File: config.mk
export PLATFORM = sky130hd
export DESIGN_NAME = dgs_queue
export DESIGN_NICKNAME = d
export VERILOG_FILES = /design/src/rtl/dgs_pkg.sv /design/src/rtl/dgs_queue.sv
export SDC_FILE = /design/constraint.sdc
export NUM_CORES = 1
export LEC_CHECK = 0
export ABC_CLOCK_PERIOD_IN_PS = 1600
export BUFFER_PORTS_ARGS = -buffer_cell sky130_fd_sc_hd__clkbuf_2
export CAP_MARGIN = 25
export CORE_ASPECT_RATIO = 1.1
export CORE_UTILIZATION = 48
export CTS_CLUSTER_SIZE = 16
export DETAILED_ROUTE_END_ITERATION = 10
export HOLD_SLACK_MARGIN = 0.08
export PLACE_DENSITY = 0.8
export REMOVE_ABC_BUFFERS = 1
export SLEW_MARGIN = 20
export SYNTH_ARGS = -nofsm -noshare
export SYNTH_HDL_FRONTEND = slang
export SYNTH_SLANG_ARGS = --single-unit
File: constraint.sdc
create_clock -name clk -period 1.6 [get_ports clk]
set_clock_uncertainty 0.05 [all_clocks]
set_input_delay 0.32 -clock clk [delete_from_list [all_inputs] [get_ports clk]]
set_output_delay 0.32 -clock clk [all_outputs]
set_load 0.01 [all_outputs]
File: src/rtl/dgs_pkg.sv
// ----------------------------------------------------------------------------
// dgs_pkg
// Shared types and constants of the depth gradient shading unit.
// ----------------------------------------------------------------------------
package dgs_pkg;

    // defaults for the top-level parameters
    localparam int MAX_WIDTH_DEF  = 512;
    localparam int DEPTH_BITS_DEF = 8;

    // configuration port
    localparam int CFG_BITS       = 10;
    localparam int CFG_INDEX_BITS = 1;
    localparam logic [CFG_INDEX_BITS-1:0] REG_IMAGE_WIDTH  = 1'd0;
    localparam logic [CFG_INDEX_BITS-1:0] REG_IMAGE_HEIGHT = 1'd1;
    localparam logic [CFG_BITS-1:0]       DIM_RESET        = 10'd512;
    localparam logic [CFG_BITS-1:0]       DIM_MIN          = 10'd3;
    localparam logic [CFG_BITS-1:0]       HEIGHT_LIMIT     = 10'd512;

    // row counter holds 0 .. HEIGHT_LIMIT-1
    localparam int ROW_BITS = 9;

    // stream payload widths
    localparam int DEPTH_FIELD_BITS = 8;
    localparam int SHADE_BITS       = 8;
    localparam int SHADE_IDX_BITS   = $clog2(SHADE_BITS);
    localparam int SHADE_SQ_BITS    = 2 * SHADE_BITS;

    // g*g*(4*s) <= 1020^2 reduces to g*g*s <= 1020^2/4, s = tx^2 + ty^2 + 4
    localparam int SHADE_LIMIT = 1020 * 1020 / 4;
    localparam int GRAD_BIAS   = 4;

    // queue between front and back
    localparam int QUEUE_DEPTH = 2;

    // what the front decided about one pixel
    typedef struct packed {
        logic emit;       // a row above exists, so a result goes out
        logic interior;   // shade is computed, else it is 0
        logic last_row;   // border pixel of the last row follows
        logic last_col;   // last column, also: no right neighbor
    } pix_class_t;

    typedef enum logic [2:0] {
        ST_IDLE,
        ST_READ,
        ST_SQUARE,
        ST_SUM,
        ST_ROOT,
        ST_OUT_PIXEL,
        ST_OUT_BORDER
    } back_state_t;

endpackage

File: src/rtl/dgs_queue.sv
// ----------------------------------------------------------------------------
// dgs_queue
// Small register queue that decouples the classifying front from the back.
// ----------------------------------------------------------------------------
module dgs_queue #(
    parameter int WIDTH = 8
) (
    input  logic             clk,
    input  logic             rst_n,
    input  logic             push,
    input  logic [WIDTH-1:0] push_data,
    output logic             full,
    input  logic             pop,
    output logic [WIDTH-1:0] pop_data,
    output logic             empty
);

    localparam int PW = $clog2(dgs_pkg::QUEUE_DEPTH);
    localparam int CNTW = $clog2(dgs_pkg::QUEUE_DEPTH + 1);

    logic [WIDTH-1:0] slot_reg [dgs_pkg::QUEUE_DEPTH];
    logic [PW-1:0]    wr_ptr_reg, wr_ptr_next;
    logic [PW-1:0]    rd_ptr_reg, rd_ptr_next;
    logic [CNTW-1:0]  count_reg, count_next;

    assign full     = (count_reg == CNTW'(dgs_pkg::QUEUE_DEPTH));
    assign empty    = (count_reg == '0);
    assign pop_data = slot_reg[rd_ptr_reg];

    always_comb
    begin
        wr_ptr_next = wr_ptr_reg;
        rd_ptr_next = rd_ptr_reg;
        count_next  = count_reg;
        if (push)
        begin
            wr_ptr_next = (wr_ptr_reg == PW'(dgs_pkg::QUEUE_DEPTH - 1)) ? '0 : wr_ptr_reg + 1'b1;
        end
        if (pop)
        begin
            rd_ptr_next = (rd_ptr_reg == PW'(dgs_pkg::QUEUE_DEPTH - 1)) ? '0 : rd_ptr_reg + 1'b1;
        end
        if (push && !pop)
        begin
            count_next = count_reg + 1'b1;
        end
        else if (pop && !push)
        begin
            count_next = count_reg - 1'b1;
        end
    end

    always_ff @(posedge clk or negedge rst_n)
    begin
        if (!rst_n)
        begin
            wr_ptr_reg <= '0;
            rd_ptr_reg <= '0;
            count_reg  <= '0;
        end
        else
        begin
            wr_ptr_reg <= wr_ptr_next;
            rd_ptr_reg <= rd_ptr_next;
            count_reg  <= count_next;
        end
    end

    always_ff @(posedge clk)
    begin
        if (push)
        begin
            slot_reg[wr_ptr_reg] <= push_data;
        end
    end

endmodule

# Yosys cells after proc, flatten, opt, wreduce, memory -nomap -nowiden

Memories as Yosys holds them, arrays and structs flattened.
Cells that the tools add are included.

Register bits after elaboration: 4
RAM bits: 16
Input port bits: 12
Output and inout port bits: 10
Logic and storage cells: 21
Memories: 1

$add $sub $neg: 4
Eq/ne operators: 1
Muxes and demuxes: 6
Reductions and logical operators: 6

Memories:

| memory   | words | bits a word | read ports | clocked after memory_dff | wr ports | line            | text |
|---|---|---|---|---|---|---|---|
| slot_reg | 2     | 8           | 1          | 0                        | 1        | dgs_queue.sv:21 | `logic [WIDTH-1:0] slot_reg [dgs_pkg::QUEUE_DEPTH];` |

Operators by type and width:

| operator            | number |
|---|---|
| $mux 1              | 4 |
| $mux 2              | 2 |
| $add 1x1->1 const B | 2 |
| $add 2x1->2 const B | 1 |
| $eq 2x2->1 const B  | 1 |
| $logic_and 1x1->1   | 2 |
| $logic_not 1->1     | 2 |
| $logic_not 2->1     | 1 |
| $reduce_bool 2->1   | 1 |
| $sub 2x1->2 const B | 1 |

# Logic depth before layout (Yosys ltp)

Gate-level depths: netlist of run 1.

Word-level depth: 4
Depth in mapped cells: 5
Depth with buffers taken out: 5

# Worst setup path before layout of run 1

Ideal clock, no wire load.

Path type: reg2reg
From: register wr_ptr_reg
To: memory slot_reg[0][0] (enable)
Setup time: 0.373 ns
Arrival time: 0.789 ns
Data required time: 1.177 ns
Path slack: 0.388 ns
Cell stages (with the launch flop): 2
Buffers on the path: 0
Clock period less this slack: 1.212 ns
Cells stage by stage: dfrtp_1 nor2b_1

RTL lines:

| what                   | line            | text |
|---|---|---|
| start, declared        | dgs_queue.sv:22 | `logic [PW-1:0] wr_ptr_reg, wr_ptr_next;` |
| start signal, assigned | dgs_queue.sv:63 | `wr_ptr_reg <= wr_ptr_next;` |
| end, declared          | dgs_queue.sv:21 |  |

Straight into the memory's write port.

# Final worst setup path of run 1

From: register rd_ptr_reg
To: output port pop_data[3]

Longest elaborated chain between the ends: 1

RTL lines:

| what                   | line            | text |
|---|---|---|
| start, declared        | dgs_queue.sv:23 | `logic [PW-1:0] rd_ptr_reg, rd_ptr_next;` |
| start signal, assigned | dgs_queue.sv:64 | `rd_ptr_reg <= rd_ptr_next;` |
| $mem_v2 2x8            | n/a             |  |
| end, declared          | dgs_queue.sv:14 | `output logic [WIDTH-1:0] pop_data,` |

No other way between the ends.

==> results.md, run 1 <==
* # diodes at 0
* Worst Hold Launch: push_data[6]
* Num rows at 14
* DR iter-0 viols at 0
* Via count at 429
* Number of global-route vias before repair at 437
* Average wire per standard cell at 13.0 um
* Initial core utilization at 53.7%
* Die area at 1770 sq um
* Worst R2R Start: wr_ptr_reg$_DFFE_PN0P_
* Remaining DRCs at 0
* Syn Std Cell Area at 771 sq um
* Core footprint at 1440 sq um
* Final Util at 69.5%
* Area Overhead vs Synth at 29.5%
* Grt total ovfl at 0
* Fmax at 613 MHz
* Root buf cell: clkbuf_4
* Largest register FFs at 16
* Clock Sinks at 20
* Tot GR Track Use at 16.6%
* RSZ-0062 raised after global routing: yes
* Pwr/cell area at 1650 nW/um^2
* Synthesized instance count at 41
* Final min period at 1630 ps
* #FFs+latches synth at 20
* Slew Limit Headroom at 75.5%
* Worst-Margin Slew at 367 ps
* Fin nets at 85
* Worst EP arrival at 1260 ps
* Register area share after synthesis at 75.3%
* Worst min path class: primary input to flip-flop
* CTS H-tree depth at 1
* Synth Warn # at 0
* GP Congestion at 0.630
* Status: finished with violations
* Final ANT Viol Nets at 0
* CTS tree: done
* Initial antenna violation count at 0
* Placed Cells at 78
* Width of the die at 40.2 um
* Die Ht at 44.0 um
* Num CTS Buffers at 3
* Final WL at 1.13 mm
* Max Cap Viol at 0
* Final worst-path cycle share at 102%
* Largest net degree at the start of global routing at 12
* Critical path peak fanout at 4
* Syn avg cell area at 18.8 sq um
* Final non-filler cell total at 87
* DP Wirelength at 849 um
* Crit Path Class: flip-flop to output port
* Setup Viol. Count Final at 8
* Failing checks: negative setup slack
* LEAKAGE at 0.418 nW
* Final hold violations at 0
* CP Launch Type: flip-flop
* Final Max Slew Viols at 0
* DR vias/cell at 4.93
* Critical Path Sink Type: output port
* CP Launch Point: rd_ptr_reg$_DFFE_PN0P_
* CP Data Required Time at 1230 ps
* I/O pin cnt at 22
* First-pass GRT wire length at 1.83 mm
* Layout cells sized above 1 at 54.9%
* Clk_lat worst skew at 280 ps
* Post-route setup slack at -30.9 ps
* Largest buffer count on any clock path at 2
* Post-synthesis cell type count at 12
* Drt pass-1 iters at 1
* Buffers on Ports at 21
* CTS clk-pin slew, worst paths at 100 ps
* Peak VDD IR at 0.963 mV
## area by class of cell
class / instances / area [sq um]
flip-flops and latches: 20 / 582
fillers: 115 / 438
well taps: 16 / 20.0
multi-input cells: 19 / 175
repair buffers: 27 / 191
inverters: 1 / 3.75
clock buffers: 4 / 26.3
## cell usage in the layout, fill, tap and decap left out
cell type	count
edfxtp_1	16
clkbuf_1	1
clkbuf_2	16
dlygate4sd3_1	1
dfrtp_1	3
nor2_1	2
mux2_2	8
inv_1	1
ha_1	1
and2_1	1
clkbuf_4	3
and2b_2	1
xnor2_1	1
buf_4	3
buf_6	7
dfrtp_2	1
nor2b_1	1
xor2_1	4
## cells by family after synthesis
kind of cell	share of synthesized area (%)
flip-flops	75.3
XOR/XNOR	5.68
multiplexers	11.7
adder cells (fa/ha/maj)	1.62
AND/OR/NAND/NOR	3.74
buffers and inverters	1.95
## final timing paths
path,end,cells past startpoint,slack [ps]
setup / recovery,pop_data[3],3,-30
hold reg to reg,count_reg[1]$_DFFE_PN0P_,1,450
setup reg to reg,slot_reg[0][4]$_DFFE_PP_,2,430
max in group asynchronous,rd_ptr_reg$_DFFE_PN0P_,2,1060
hold / removal,slot_reg[1][6]$_DFFE_PP_,1,160
min in group asynchronous,count_reg[1]$_DFFE_PN0P_,2,310
## through the flow
| step | area [sq um] | power, mW | hold slack (ps) | setup TNS, ps | setup slack [ps] |
|---|---|---|---|---|---|
| 2_1_floorplan | 759 | 1.07 | -25.6 | 0 | 352 |
| 3_3_place_gp | 892 | 1.24 | 79.8 | 0 | 191 |
| 3_5_place_dp | 892 | 1.26 | 78.5 | 0 | 161 |
| 4_1_cts | 967 | 1.60 | 149 | -255 | -38.3 |
| 5_1_grt | 998 | 1.76 | 140 | -686 | -94.7 |
| 6_report | 998 | 1.65 | 160 | -188 | -30.9 |
## worst max-delay path, stage by stage (launching register included)
cell	delay, ps
dfrtp_2	400
buf_6	120
mux2_2	330
buf_6	120
## synthesized netlist by cell type, drive strengths merged
master	n	share of area (%)
and2b	1	1.1
buf	1	1.5
edfxtp	16	62
nor2	2	0.97
dfrtp	4	13
mux2	8	12
and2	1	0.81
xnor2	1	1.1
ha	1	1.6
inv	1	0.49
xor2	4	4.5
nor2b	1	0.81
## layer usage
metal | global-route usage, % | routed length (um)
met1 | 17.7 | 421
met2 | 28.1 | 667
met3 | 3.02 | 32
met4 | 12.0 | 8
met5 | 0 | 0
## power breakdown
part           switching (mW)  internal [mW]  total, mW
Clock                   0.135         0.0969      0.232
Combinational           0.257          0.375      0.632
Sequential             0.0740          0.710      0.784
## what timing repair did
action	CTS	global route
setup endpoints to repair	8	8
buffers inserted	4	0
gates resized for setup	4	10
hold buffers	1	0
pin swaps	0	0
endpoints found under the hold margin	4	0
(Power assumes the default switching activity.)
==> run 2, diff against run 1 <==
Settings changed: ABC_CLOCK_PERIOD_IN_PS 1600 to 2040, CORE_UTILIZATION 48 to 38, PLACE_DENSITY 0.8 to 0.66.
Clock period 1.6 ns to 2.04 ns, I/O delays scaled along.
==> results.md, run 2 (synthesized netlist as in run 1, its figures left out) <==
* CTS resizes at 0
* Tot GR Track Use at 12.1%
* Area Overhead vs Synth at 25.6%
* Worst Hold Launch: push_data[0]
* Critical path peak fanout at 9
* CP Data Required Time at 1580 ps
* CTS clk-pin slew, worst paths at 110 ps
* DP Wirelength at 798 um
* Clk_lat worst skew at 290 ps
* LEAKAGE at 0.401 nW
* DR vias/cell at 4.30
* Final min period at 1850 ps
* Register area at 581 sq um
* Placed Cells at 89
* Core footprint at 1840 sq um
* Max Cap Viol at 0
* Post-route setup TNS at 0 ps
* Initial core utilization at 41.8%
* Area of the multi-input gates at 175 sq um
* Final instance area at 968 sq um
* Fmax at 542 MHz
* GR met1 Demand/Resource at 11.5%
* Number of global-route vias before repair at 449
* Drt pass-1 iters at 1
* Reg-to-reg endpoint: slot_reg[0][6]$_DFFE_PP_
* Top Family by Delay on Critical Path: flip-flops
* Worst-Margin Slew at 396 ps
* Pwr/cell area at 1320 nW/um^2
* Final WL at 1.08 mm
* Largest register FFs at 16
* Post-route setup slack at 194 ps
* Initial antenna violation count at 0
* Placement Cell Area at 906 sq um
* Final hold violations at 0
* Largest buffer count on any clock path at 2
* WHS at 251 ps
* Final Max Slew Viols at 0
* Layout cells sized above 1 at 52.2%
* Largest net degree at the start of global routing at 13
* CP bufs+invs at 1
* Average wire per standard cell at 11.5 um
* Crit-path slowest cell: dfrtp_1
* Most frequent cells in the layout: clkbuf_2, edfxtp_1, mux2_2, xor2_1, dfrtp_1
* Num rows at 16
* Crit Path Class: flip-flop to output port
* # diodes at 0
* Setup Viol. Count Final at 0
* Final worst-path cycle share at 90.5%
* I/O pin cnt at 22
* Clock Sinks at 20
* CP Cell Sequence: mux2_2 > clkbuf_2
* Die area at 2210 sq um
* Critical Path Sink Type: output port
* Peak VDD IR at 0.726 mV
* RSZ-0062 raised after global routing: no
* Num CTS Buffers at 3
* CTS tree: done
* Width of the die at 44.9 um
* CP Launch Type: flip-flop
* Worst min path class: primary input to flip-flop
* Status: complete, no violations
* Largest stage delay, worst path at 580 ps
* Fin nets at 81
* Final non-filler cell total at 94
* Die Ht at 49.2 um
* Fill cell instance count of the final layout at 170
* Worst EP arrival at 1390 ps
* Hold Crit Depth at 1
* Grt total ovfl at 0
* Remaining DRCs at 0
* CTS H-tree depth at 1
* Place WS at 497 ps
* Buffers on Ports at 21
* Commonest non-fill, non-tap cell in the layout: clkbuf_2
* Grt peak-use layer: met2
* Met3 Track Usage GR at 3.70%
* Sink of the worst hold path: slot_reg[0][0]$_DFFE_PP_
* Via count at 404
* Reg2reg path depth at 2
* DR iter-0 viols at 0
* Reg2Reg Setup Slack at 740 ps
* GP Congestion at 0.644
* First-pass GRT wire length at 1.88 mm
* Final ANT Viol Nets at 0
* Worst R2R Start: wr_ptr_reg$_DFFE_PN0P_
* Slew Limit Headroom at 73.6%
* Root buf cell: clkbuf_4
* Met2 GRT Util at 22.7%
## run 2: worst max path at each step
| stage | to | start | cells past startpoint |
|---|---|---|---|
| floorplan | pop_data[0] | rd_ptr_reg$_DFFE_PN0P_ | 1 |
| global placement | pop_data[1] | rd_ptr_reg$_DFFE_PN0P_ | 2 |
| detailed placement | pop_data[7] | rd_ptr_reg$_DFFE_PN0P_ | 2 |
| CTS | pop_data[7] | rd_ptr_reg$_DFFE_PN0P_ | 2 |
| global route | pop_data[7] | rd_ptr_reg$_DFFE_PN0P_ | 2 |
| finish | pop_data[7] | rd_ptr_reg$_DFFE_PN0P_ | 2 |
## run 2: power breakdown
| group | internal (mW) | leakage, nW | switching (mW) | total (mW) |
|---|---|---|---|---|
| combinational | 0.185 | 0.176 | 0.156 | 0.341 |
| sequential | 0.554 | 0.197 | 0.0771 | 0.631 |
| clock | 0.198 | 0.0279 | 0.112 | 0.311 |
## run 2: worst register-to-register path, cell delays in order (launching register included)
cell	delay [ps]
dfrtp_1	420
nor2b_1	330
buf_4	220
## run 2: final cells by class
type | count | area share (%)
Timing Repair Buffer | 23 | 12.7
Multi-Input combinational cell | 19 | 18.1
Clock buffer | 3 | 2.33
Clock inverter | 1 | 3.10
Inverter | 1 | 0.388
Sequential cell | 20 | 59.9
Tap cell | 27 | 3.49
## run 2: through the flow
step,util [%],power (mW)
floorplan,-,0.843
CTS,52.6,1.31
finish,52.6,1.28
global route,52.6,1.37
detailed placement,49.2,0.986
global placement,49.2,0.975
## run 2: repair_timing
| action | 4_1_cts | 5_1_grt |
|---|---|---|
| setup buffers | 0 | 0 |
| hold endpoints to repair | 4 | 0 |
| hold buffers | 1 | 0 |
## run 2: routing by layer
metal | up-vias | routed length, um
li1 | 199 | -
met1 | 191 | 409
met5 | - | 0
met2 | 14 | 611
met4 | 0 | 0
met3 | 0 | 56
