**config.mk**
```make
export PLATFORM = sky130hd
export DESIGN_NAME = dgs_front
export DESIGN_NICKNAME = d
export VERILOG_FILES = /design/src/rtl/dgs_pkg.sv /design/src/rtl/dgs_front.sv
export SDC_FILE = /design/constraint.sdc
export NUM_CORES = 1
export LEC_CHECK = 0
export BUFFER_PORTS_ARGS = -buffer_cell sky130_fd_sc_hd__buf_4
export CELL_PAD_IN_SITES_DETAIL_PLACEMENT = 1
export CELL_PAD_IN_SITES_GLOBAL_PLACEMENT = 1
export CORE_UTILIZATION = 48
export DETAILED_ROUTE_END_ITERATION = 8
export MAX_ROUTING_LAYER = met4
export PLACE_DENSITY_LB_ADDON = 0.1
export SLEW_MARGIN = 5
export SYNTH_ARGS = -nofsm -noshare
export SYNTH_HDL_FRONTEND = slang
export SYNTH_SLANG_ARGS = --single-unit
```
**constraint.sdc**
```tcl
create_clock -name clk -period 17.95 [get_ports clk]
set_input_delay 1.795 -clock clk [delete_from_list [all_inputs] [get_ports clk]]
set_output_delay 1.795 -clock clk [all_outputs]
set_load 0.02 [all_outputs]
```
**src/rtl/dgs_pkg.sv**
```systemverilog
// ----------------------------------------------------------------------------
// dgs_pkg
// Shared types and constants of the depth gradient shading unit.
// ----------------------------------------------------------------------------
package dgs_pkg;

    // defaults for the top-level parameters
    localparam int MAX_WIDTH_DEF  = 512;
    localparam int DEPTH_BITS_DEF = 8;

    // configuration port
    localparam int CFG_BITS       = 10;
    localparam int CFG_INDEX_BITS = 1;
    localparam logic [CFG_INDEX_BITS-1:0] REG_IMAGE_WIDTH  = 1'd0;
    localparam logic [CFG_INDEX_BITS-1:0] REG_IMAGE_HEIGHT = 1'd1;
    localparam logic [CFG_BITS-1:0]       DIM_RESET        = 10'd512;
    localparam logic [CFG_BITS-1:0]       DIM_MIN          = 10'd3;
    localparam logic [CFG_BITS-1:0]       HEIGHT_LIMIT     = 10'd512;

    // row counter holds 0 .. HEIGHT_LIMIT-1
    localparam int ROW_BITS = 9;

    // stream payload widths
    localparam int DEPTH_FIELD_BITS = 8;
    localparam int SHADE_BITS       = 8;
    localparam int SHADE_IDX_BITS   = $clog2(SHADE_BITS);
    localparam int SHADE_SQ_BITS    = 2 * SHADE_BITS;

    // g*g*(4*s) <= 1020^2 reduces to g*g*s <= 1020^2/4, s = tx^2 + ty^2 + 4
    localparam int SHADE_LIMIT = 1020 * 1020 / 4;
    localparam int GRAD_BIAS   = 4;

    // queue between front and back
    localparam int QUEUE_DEPTH = 2;

    // what the front decided about one pixel
    typedef struct packed {
        logic emit;       // a row above exists, so a result goes out
        logic interior;   // shade is computed, else it is 0
        logic last_row;   // border pixel of the last row follows
        logic last_col;   // last column, also: no right neighbor
    } pix_class_t;

    typedef enum logic [2:0] {
        ST_IDLE,
        ST_READ,
        ST_SQUARE,
        ST_SUM,
        ST_ROOT,
        ST_OUT_PIXEL,
        ST_OUT_BORDER
    } back_state_t;

endpackage

```
**src/rtl/dgs_front.sv**
```systemverilog
// ----------------------------------------------------------------------------
// dgs_front
// Holds the frame size, tracks the raster position and classifies each pixel.
// ----------------------------------------------------------------------------
module dgs_front #(
    parameter int MAX_WIDTH  = dgs_pkg::MAX_WIDTH_DEF,
    parameter int DEPTH_BITS = dgs_pkg::DEPTH_BITS_DEF
) (
    input  logic                                    clk,
    input  logic                                    rst_n,
    input  logic                                    cfg_we,
    input  logic [dgs_pkg::CFG_INDEX_BITS-1:0]      cfg_index,
    input  logic [dgs_pkg::CFG_BITS-1:0]            cfg_data,
    input  logic                                    s_tvalid,
    output logic                                    s_tready,
    input  logic [dgs_pkg::DEPTH_FIELD_BITS-1:0]    s_tdata,
    input  logic                                    s_tuser,
    output logic                                    push,
    output logic [DEPTH_BITS-1:0]                   push_depth,
    output logic [$clog2(MAX_WIDTH)-1:0]            push_x,
    output dgs_pkg::pix_class_t                     push_class,
    input  logic                                    queue_full
);

    localparam int AW  = $clog2(MAX_WIDTH);
    localparam int WW  = $clog2(MAX_WIDTH + 1);
    localparam int CW  = (WW > dgs_pkg::CFG_BITS) ? WW : dgs_pkg::CFG_BITS;
    localparam int HW  = dgs_pkg::CFG_BITS;
    localparam int RW  = dgs_pkg::ROW_BITS;

    logic [dgs_pkg::CFG_BITS-1:0] width_reg;
    logic [dgs_pkg::CFG_BITS-1:0] height_reg;
    logic [AW-1:0]                col_reg, col_next;
    logic [RW-1:0]                row_reg, row_next;

    logic [CW-1:0] w_raw, w_used;
    logic [HW-1:0] h_used;
    logic [CW-1:0] c;
    logic [HW-1:0] r;
    logic          last_col;

    assign s_tready = !queue_full;
    assign push     = s_tvalid && s_tready;

    always_ff @(posedge clk or negedge rst_n)
    begin
        if (!rst_n)
        begin
            width_reg  <= dgs_pkg::DIM_RESET;
            height_reg <= dgs_pkg::DIM_RESET;
        end
        else if (cfg_we)
        begin
            if (cfg_index == dgs_pkg::REG_IMAGE_WIDTH)
            begin
                width_reg <= cfg_data;
            end
            if (cfg_index == dgs_pkg::REG_IMAGE_HEIGHT)
            begin
                height_reg <= cfg_data;
            end
        end
    end

    // frame size saturated to the supported range
    always_comb
    begin
        w_raw = CW'(width_reg);
        if (w_raw < CW'(dgs_pkg::DIM_MIN))
        begin
            w_used = CW'(dgs_pkg::DIM_MIN);
        end
        else if (w_raw > CW'(MAX_WIDTH))
        begin
            w_used = CW'(MAX_WIDTH);
        end
        else
        begin
            w_used = w_raw;
        end

        if (height_reg < dgs_pkg::DIM_MIN)
        begin
            h_used = dgs_pkg::DIM_MIN;
        end
        else if (height_reg > dgs_pkg::HEIGHT_LIMIT)
        begin
            h_used = dgs_pkg::HEIGHT_LIMIT;
        end
        else
        begin
            h_used = height_reg;
        end
    end

    // position of this pixel, with wrap after a size change
    always_comb
    begin
        c = CW'(col_reg);
        r = HW'(row_reg);
        if (s_tuser)
        begin
            c = '0;
            r = '0;
        end
        if (c >= w_used)
        begin
            c = '0;
            r = r + 1'b1;
        end
        if (r >= h_used)
        begin
            r = '0;
        end

        last_col = ((c + 1'b1) == w_used);

        if (last_col)
        begin
            col_next = '0;
            row_next = ((r + 1'b1) >= h_used) ? '0 : RW'(r + 1'b1);
        end
        else
        begin
            col_next = AW'(c + 1'b1);
            row_next = RW'(r);
        end

        push_x                = AW'(c);
        push_depth            = DEPTH_BITS'(s_tdata);
        push_class.emit       = (r != '0);
        push_class.last_row   = (r == h_used - 1'b1);
        push_class.last_col   = last_col;
        push_class.interior   = (c != '0) && !last_col && (r != '0) && (r != HW'(1));
    end

    always_ff @(posedge clk or negedge rst_n)
    begin
        if (!rst_n)
        begin
            col_reg <= '0;
            row_reg <= '0;
        end
        else if (push)
        begin
            col_reg <= col_next;
            row_reg <= row_next;
        end
    end

endmodule

```
Word level (Yosys, flattened, before mapping). Index checks and enable logic that the tools add are counted.

$add $sub $neg: 4. $lt $le $gt $ge: 7. Eq/ne operators: 3. Mux-type cells: 12. Bitwise gates (word level): 1. Reductions and logical operators: 10.

Operators with widths (number): $mux W10 (7); $mux W9 (5); $add A10 B1 Y10 const B (3); $ge A10 B10 Y1 (3); $eq A10 B10 Y1 (2); $gt A10 B10 Y1 const B (2); $lt A10 B2 Y1 const B (2); $reduce_bool A10 Y1 (2); $ne A10 B1 Y1 const B (1); $sub A10 B1 Y10 const B (1); $logic_and A1 B1 Y1 (4); $reduce_and A2 Y1 (2); $logic_not A1 Y1 (2); $not A1 Y1 (1).

Flip-flop bits (word level): 38. Bits of input ports: 25. Output and inout bits: 23. Word-level logic and storage cells: 41.

Logic depth before layout (Yosys ltp). Gate-level depths: netlist (run 1).

Depth after elaboration: 11. Depth in mapped cells: 34. Depth with buffers taken out: 31.

Worst setup path after synthesis (run 1). OpenSTA, ideal clock, no wires.

Kind: input port to output port. Start point: input port s_tuser. End point: output port push_class[2] in the netlist's numbering. Arrival time: 6775 ps. Data required time: 16155 ps. Setup slack: 9380 ps. Cell stages on the path: 25. Path buffers: 5. Cell sequence: clkbuf_1 buf_1 nor2b_1 ha_1 and3_4 a221oi_2 nor2_2 o21ai_2 buf_6 clkbuf_1 nor3_1 xnor2_1 nor2_1 ha_1 nor4_1 o21ai_0 a41oi_1 a211oi_1 or2_2 clkbuf_1 nor2_1 inv_1 ha_1 or2_2 a221oi_1.

RTL lines: from (decl) (RTL line dgs_front.sv:17) `input logic s_tuser,`; to (decl) (RTL line dgs_front.sv:21) `output dgs_pkg::pix_class_t push_class,`.

==> reports/qor.txt, run 1 <==
Max-Cap Viols - 0
Die height - 93.4 um
Grt ovf - 0
First-pass DRT Iterations - 5
Die area - 0.00872 mm2
# IOs - 48
Max Root-Sink Buffers - 2
Layout Nets - 544
Avg Inst Size Synth - 8.42 um2
Netlist Area Pre-Place - 0.00401 mm2
Detailed-route DRC error count - 0
Clock transition at path regs - 0.08 ns
Cell Area, Placed - 0.00422 mm2
Final hold violation count - 0
Final Max Slew Viols - 0
H-tree depth - 2
Pin count of the biggest net entering global routing - 39
Die width - 93.4 um
Layout cell share with drive strength beyond 1 - 16.9%
Slowest Stage Delay on Critical Path - 0.64 ns
RSZ-0062 raised after global routing - no
GPL Wtd Cong - 0.882
Hold WS - 0.538 ns
GRT Total Usage - 31.2%
Num CTS Buffers - 5
Setup crit start - s_tuser
CP max FO - 23
Final instance area - 0.00430 mm2
Syn. warnings - 0
Setup TNS - 0 ns
Drt wl/cell - 21.5 um
Initial antenna violation count - 0
Post-synthesis sequential area ratio - 23.8%
CTS Root Cell - clkbuf_8
Min-delay src - w_raw[0]$_DFFE_PN0P_
First-pass GRT wire length - 20,200 um
Routed vias/inst - 6.41
Cells after synthesis - 476
Port Buffers - 31
Post-CTS setup buffers - 0
Slew @ Worst Pin - 0.824 ns
Slew HR - 44.9%
Slowest CP cell - o21ai_2
Hpwl dp - 9940 um
F_max - 106 MHz
Utilization after layout - 54.5%
Startpoint types - primary input
Synth Register Bits - 38
Ys flop type - dfrtp_1
CP arrival - 7.62 ns
Skew-Pair Late Insertion Delay - 0.30 ns
Via Count - 3,756
Number of flops mapped to enable cells by yosys - 0
CTS tree - built
Distinct cells, synth - 78
# setup viols final - 0
Tcrit/Tclk final - 52.4%
Total Wirelength - 12,600 um
Synthesized Nets - 537
Total power draw - 332 uW
Diode count - 0
Critical path's most frequent cell - ha_1
Critical path endpoint category - output port
Pwr Density - 77.2 mW/mm2
Status - complete, no violations
Number of global-route vias before repair - 3,760
HP Class - reg -> reg
Routed Antenna Nets - 0
Setup CP Type - in -> out
FP Rows - 32
CP Cell Sequence - buf_4 -> inv_1 -> nand2_1 -> ha_1 -> nand2b_1 -> a21oi_1 -> o31ai_4 -> o21ai_2 -> nor3_1 -> xnor2_1 -> nor2_1 -> ha_1 -> nor4_1 -> o21ai_0 -> a41oi_1 -> a211oi_1 -> nor2_1 -> and2_1 -> inv_1 -> ha_1 -> or2_2 -> a221oi_1 -> buf_4
Final Critical Period - 9.41 ns
Ys async rst share - 100%
Core footprint - 0.00789 mm2
Total clock sinks - 38
Initial core utilization - 50.8%
Synth-to-layout area growth - 7.31%
Resize count post-CTS - 0
RR Startpoint - w_raw[9]$_DFFE_PN1P_
CP Data Required Time - 16.15 ns
Peak supply drop - 48.6 uV
Layout Skew - 0.0149 ns
DR iter-0 viols - 248
R2r setup slk - 9.72 ns
Leak pwr - 1.92 nW
Hold buffers post-CTS - 0
## stage by stage
step                setup WS (ns)  std cells
floorplan                    9.38        476
global placement             8.95        578
detailed placement           8.73        578
CTS                          8.69        586
global route                 8.20        586
finish                       8.54        586
## cells by family after synthesis
group | synth area share [%]
AND/OR/NAND/NOR | 25.5
AO/OA/AOI/OAI | 20.2
flip-flops | 23.8
buffers and inverters | 6.03
adder cells (fa/ha/maj) | 11.2
multiplexers | 5.87
XOR/XNOR | 7.43
## synthesized netlist by cell type (6+ instances only)
| master | count | share of area (%) |
|---|---|---|
| nand2_1 | 59 | 5.5 |
| dfrtp_1 | 36 | 22 |
| ha_1 | 36 | 11 |
| nor2_1 | 27 | 2.5 |
| xnor2_1 | 22 | 4.8 |
| o21ai_0 | 21 | 2.6 |
| mux2_2 | 20 | 5.6 |
| inv_1 | 17 | 1.6 |
| nor2b_1 | 17 | 2.7 |
| clkbuf_1 | 14 | 1.3 |
| xor2_1 | 12 | 2.6 |
| a21oi_1 | 11 | 1.4 |
| nand3_1 | 11 | 1.4 |
| and3_1 | 9 | 1.4 |
| buf_4 | 9 | 1.7 |
| nor3_1 | 9 | 1.1 |
| a211oi_1 | 7 | 1.3 |
| a21o_1 | 7 | 1.3 |
| nand2b_1 | 7 | 1.1 |
| nand4_1 | 7 | 1.1 |
| o211ai_1 | 7 | 1.3 |
| o21a_1 | 7 | 1.3 |
| or3_1 | 7 | 1.1 |
| buf_2 | 6 | 0.75 |
## path summary, 6_finish.rpt
check,to,cells after the start
max in group asynchronous,height_reg[9]$_DFFE_PN1P_,1
max reg2reg,row_reg[2]$_DFFE_PN0P_,30
max,push_class[2],23
min,w_raw[0]$_DFFE_PN0P_,1
min in group asynchronous,row_reg[7]$_DFFE_PN0P_,1
min reg2reg,w_raw[0]$_DFFE_PN0P_,1
## worst max-delay path: cells and delay by family
family | cells | cell delay (ns)
xor gates and xnor gates | 1 | 0.27
adders and majority gates | 3 | 0.78
buffers and inverters | 4 | 0.84
AOI/OAI and AO/OA | 7 | 1.88
and+or+nand+nor | 8 | 2.03
## layer usage
layer  part of all wire (%)  global-route usage, %  vias up  wire length (um)
met5                      0                      -        -                 0
met3                    6.4                   3.82       21               801
met2                     46                   48.5      138              5760
met4                    1.6                   7.56        0               204
li1                       -                      -     1743                 -
met1                     46                   43.1     1854              5840
## area by class of cell
cell class                      instances  area, um2
Clock inverter                          2       10.0
Sequential cell                        38        953
Multi-Input combinational cell        387       2820
Inverter                               18       67.6
Timing Repair Buffer                   33        248
Fill cell                             954       3590
Tap cell                              102        128
Clock buffer                            6       72.6
## power by group
group | internal [mW] | switching [mW] | leakage, nW
registers | 0.0977 | 0.0219 | 0.474
clock network | 0.0270 | 0.0343 | 0.0450
logic | 0.0630 | 0.0881 | 1.41
total | 0.188 | 0.144 | 1.92
## cells in the final DEF (no fill, tap or decap), drive strengths merged, types with 17 or more instances in the layout
master	instances
mux2	20
nand2	60
nor2b	17
o21ai	24
nor2	28
buf	33
ha	36
dfrtp	36
xnor2	22
inv	18
Power figures use the tool's default switching activity.
==> inputs of run 2 (changes only) <==
--- a/config.mk
+++ b/config.mk
@@ -8,7 +8,7 @@
 export BUFFER_PORTS_ARGS = -buffer_cell sky130_fd_sc_hd__buf_4
 export CELL_PAD_IN_SITES_DETAIL_PLACEMENT = 1
 export CELL_PAD_IN_SITES_GLOBAL_PLACEMENT = 1
-export CORE_UTILIZATION = 48
+export CORE_UTILIZATION = 45
 export DETAILED_ROUTE_END_ITERATION = 8
 export MAX_ROUTING_LAYER = met4
 export PLACE_DENSITY_LB_ADDON = 0.1
==> constraint.sdc (replaced) <==
create_clock -name clk -period 8.9 [get_ports clk]
set_input_delay 0.89 -clock clk [delete_from_list [all_inputs] [get_ports clk]]
set_output_delay 0.89 -clock clk [all_outputs]
set_load 0.02 [all_outputs]
==> reports/qor.txt, run 2 (synthesis results as in run 1) <==
Pwr Density - 157 mW/mm2 (+100%)
Total clock sinks - 38 (unchanged)
Critical path endpoint category - flip-flop
Final Max Slew Viols - 0 (unchanged)
CTS Root Cell - clkbuf_8
Port Buffers - 31 (unchanged)
Num CTS Buffers - 5 (unchanged)
Initial antenna violation count - 0 (unchanged)
FF+latch area - 953 um2 (unchanged)
H-tree depth - 2 (unchanged)
Cell Area, Placed - 0.00423 mm2 (+0.36%)
FP Rows - 34 (+6.3%)
Peak supply drop - 85.6 uV (+76%)
Status - complete, no violations
Die width - 96.4 um (+3.2%)
# setup viols final - 0 (unchanged)
Die area - 0.00928 mm2 (+6.5%)
F_max - 126 MHz
Resize count post-CTS - 0 (unchanged)
RSZ-0062 raised after global routing - no
Detailed-route DRC error count - 0 (unchanged)
Leak pwr - 1.93 nW (+0.34%)
Pin count of the biggest net entering global routing - 39 (unchanged)
Core footprint - 0.00868 mm2 (+10%)
First-pass GRT wire length - 19,200 um (-5.0%)
Diode count - 0 (unchanged)
Grt ovf - 0 (unchanged)
Skew-Pair Late Insertion Delay - 0.30 ns (about the same)
Slowest CP cell - dfstp_2
Setup CP Type - reg -> reg
Final Critical Period - 7.95 ns
Slowest Stage Delay on Critical Path - 0.68 ns (+0.04 ns)
Commonest non-fill, non-tap cell in the layout - nand2_1
Startpoint types - flip-flop
Routed Antenna Nets - 0 (unchanged)
Via Count - 3,667 (-2.4%)
Routed vias/inst - 6.18 (-3.5%)
Initial core utilization - 46.2% (-4.6 points)
Final instance area - 0.00433 mm2 (+0.64%)
Layout Skew - 0.0121 ns (-0.00275 ns)
Synth-to-layout area growth - 8.00%
Final hold violation count - 0 (unchanged)
CP Data Required Time - 9.12 ns (-7.03 ns)
Number of global-route vias before repair - 3,540 (-5.9%)
Drt wl/cell - 20.4 um (-5.3%)
Max-Cap Viols - 0 (unchanged)
Area of the multi-input gates - 0.00282 mm2 (unchanged)
Final cell count without fillers - 593 (+1.2%)
Clock transition at path regs - 0.09 ns (about the same)
DR iter-0 viols - 132 (-47%)
Max Root-Sink Buffers - 2 (unchanged)
Die height - 96.4 um (+3.2%)
Post-CTS setup buffers - 0 (unchanged)
CP max FO - 20 (-13%)
CP arrival - 8.16 ns (+0.54 ns)
GRT Total Usage - 28.4% (-2.7 points)
Most frequent cells in the layout - 59 x nand2_1, 36 x ha_1, 36 x dfrtp_1, 34 x buf_4, 27 x nor2_1
Cells after DPL - 585 (+1.2%)
Total Wirelength - 12,100 um (-4.1%)
Hpwl dp - 9530 um (-4.1%)
Setup TNS - 0 ns (unchanged)
Total power draw - 678 uW (+100%)
First-pass DRT Iterations - 4 (-1)
Filler cells - 1,049 (+10%)
Slew @ Worst Pin - 0.843 ns (+0.0191 ns)
Layout Nets - 545 (+0.18%)
Hold buffers post-CTS - 0 (unchanged)
Slew HR - 43.7% (-1.3 points)
HP Class - in -> async
# IOs - 48 (unchanged)
CTS tree - built
Tcrit/Tclk final - 89.3%
Critical path's most frequent cell - ha_1
Layout cell share with drive strength beyond 1 - 17.3% (+0.38 points)
GPL Wtd Cong - 0.879 (-0.39%)
==> run 2: routing by layer <==
| layer | routed length, um | track usage (%) | vias to the layer above |
|---|---|---|---|
| li1 | - | - | 1737 |
| met1 | 5920 | 40.3 | 1821 |
| met2 | 5530 | 44.0 | 102 |
| met3 | 586 | 3.32 | 7 |
| met4 | 50 | 4.66 | 0 |
| met5 | 0 | - | - |
==> run 2: path summary, 6_finish.rpt <==
| path | from | end | slack, ns | depth (start not counted) |
|---|---|---|---|---|
| hold / removal | rst_n | row_reg[3]$_DFFE_PN0P_ | 0.53 | 1 |
| max in group asynchronous | rst_n | height_reg[9]$_DFFE_PN1P_ | 7.96 | 1 |
| setup reg to reg | w_raw[9]$_DFFE_PN1P_ | row_reg[2]$_DFFE_PN0P_ | 0.95 | 30 |
| min in group clk | w_raw[1]$_DFFE_PN0P_ | w_raw[1]$_DFFE_PN0P_ | 0.53 | 1 |
| hold reg to reg | w_raw[1]$_DFFE_PN0P_ | w_raw[1]$_DFFE_PN0P_ | 0.53 | 1 |
| setup / recovery | w_raw[9]$_DFFE_PN1P_ | row_reg[2]$_DFFE_PN0P_ | 0.95 | 30 |
==> run 2: cell type report <==
cell class              instances  share of cell area [%]
clock buffers                   6                    1.91
repair buffers                 34                    5.90
clock inverters                 2                   0.289
flip-flops and latches         38                    22.0
multi-input cells             387                    65.2
well taps                     108                    3.12
inverters                      18                    1.56
==> run 2: where the power goes <==
part           total [mW]  internal, mW  switching, mW
Clock               0.132        0.0624         0.0698
Combinational       0.305         0.128          0.177
Sequential          0.241         0.197         0.0442
==> run 2: through the flow <==
step / hold slack, ns / util, % / setup slack [ns]
final: 0.526 / 49.9 / 0.955
after global routing: 0.554 / 49.9 / 0.256
after CTS: 0.527 / 49.9 / 1.05
after global placement: 0.501 / 48.8 / 1.34
after floorplan: 0.464 / - / 1.72
after detailed placement: 0.505 / 48.8 / 0.796
==> run 2: worst max-delay path, delay by kind of cell, from the launching register on <==
family,cells,cell delay (ns)
AO/OA/AOI/OAI,11,2.66
XOR/XNOR,2,0.40
adder cells (fa/ha/maj),4,0.95
buffers and inverters,2,0.37
flip-flops,1,0.68
AND/OR/NAND/NOR,11,2.77
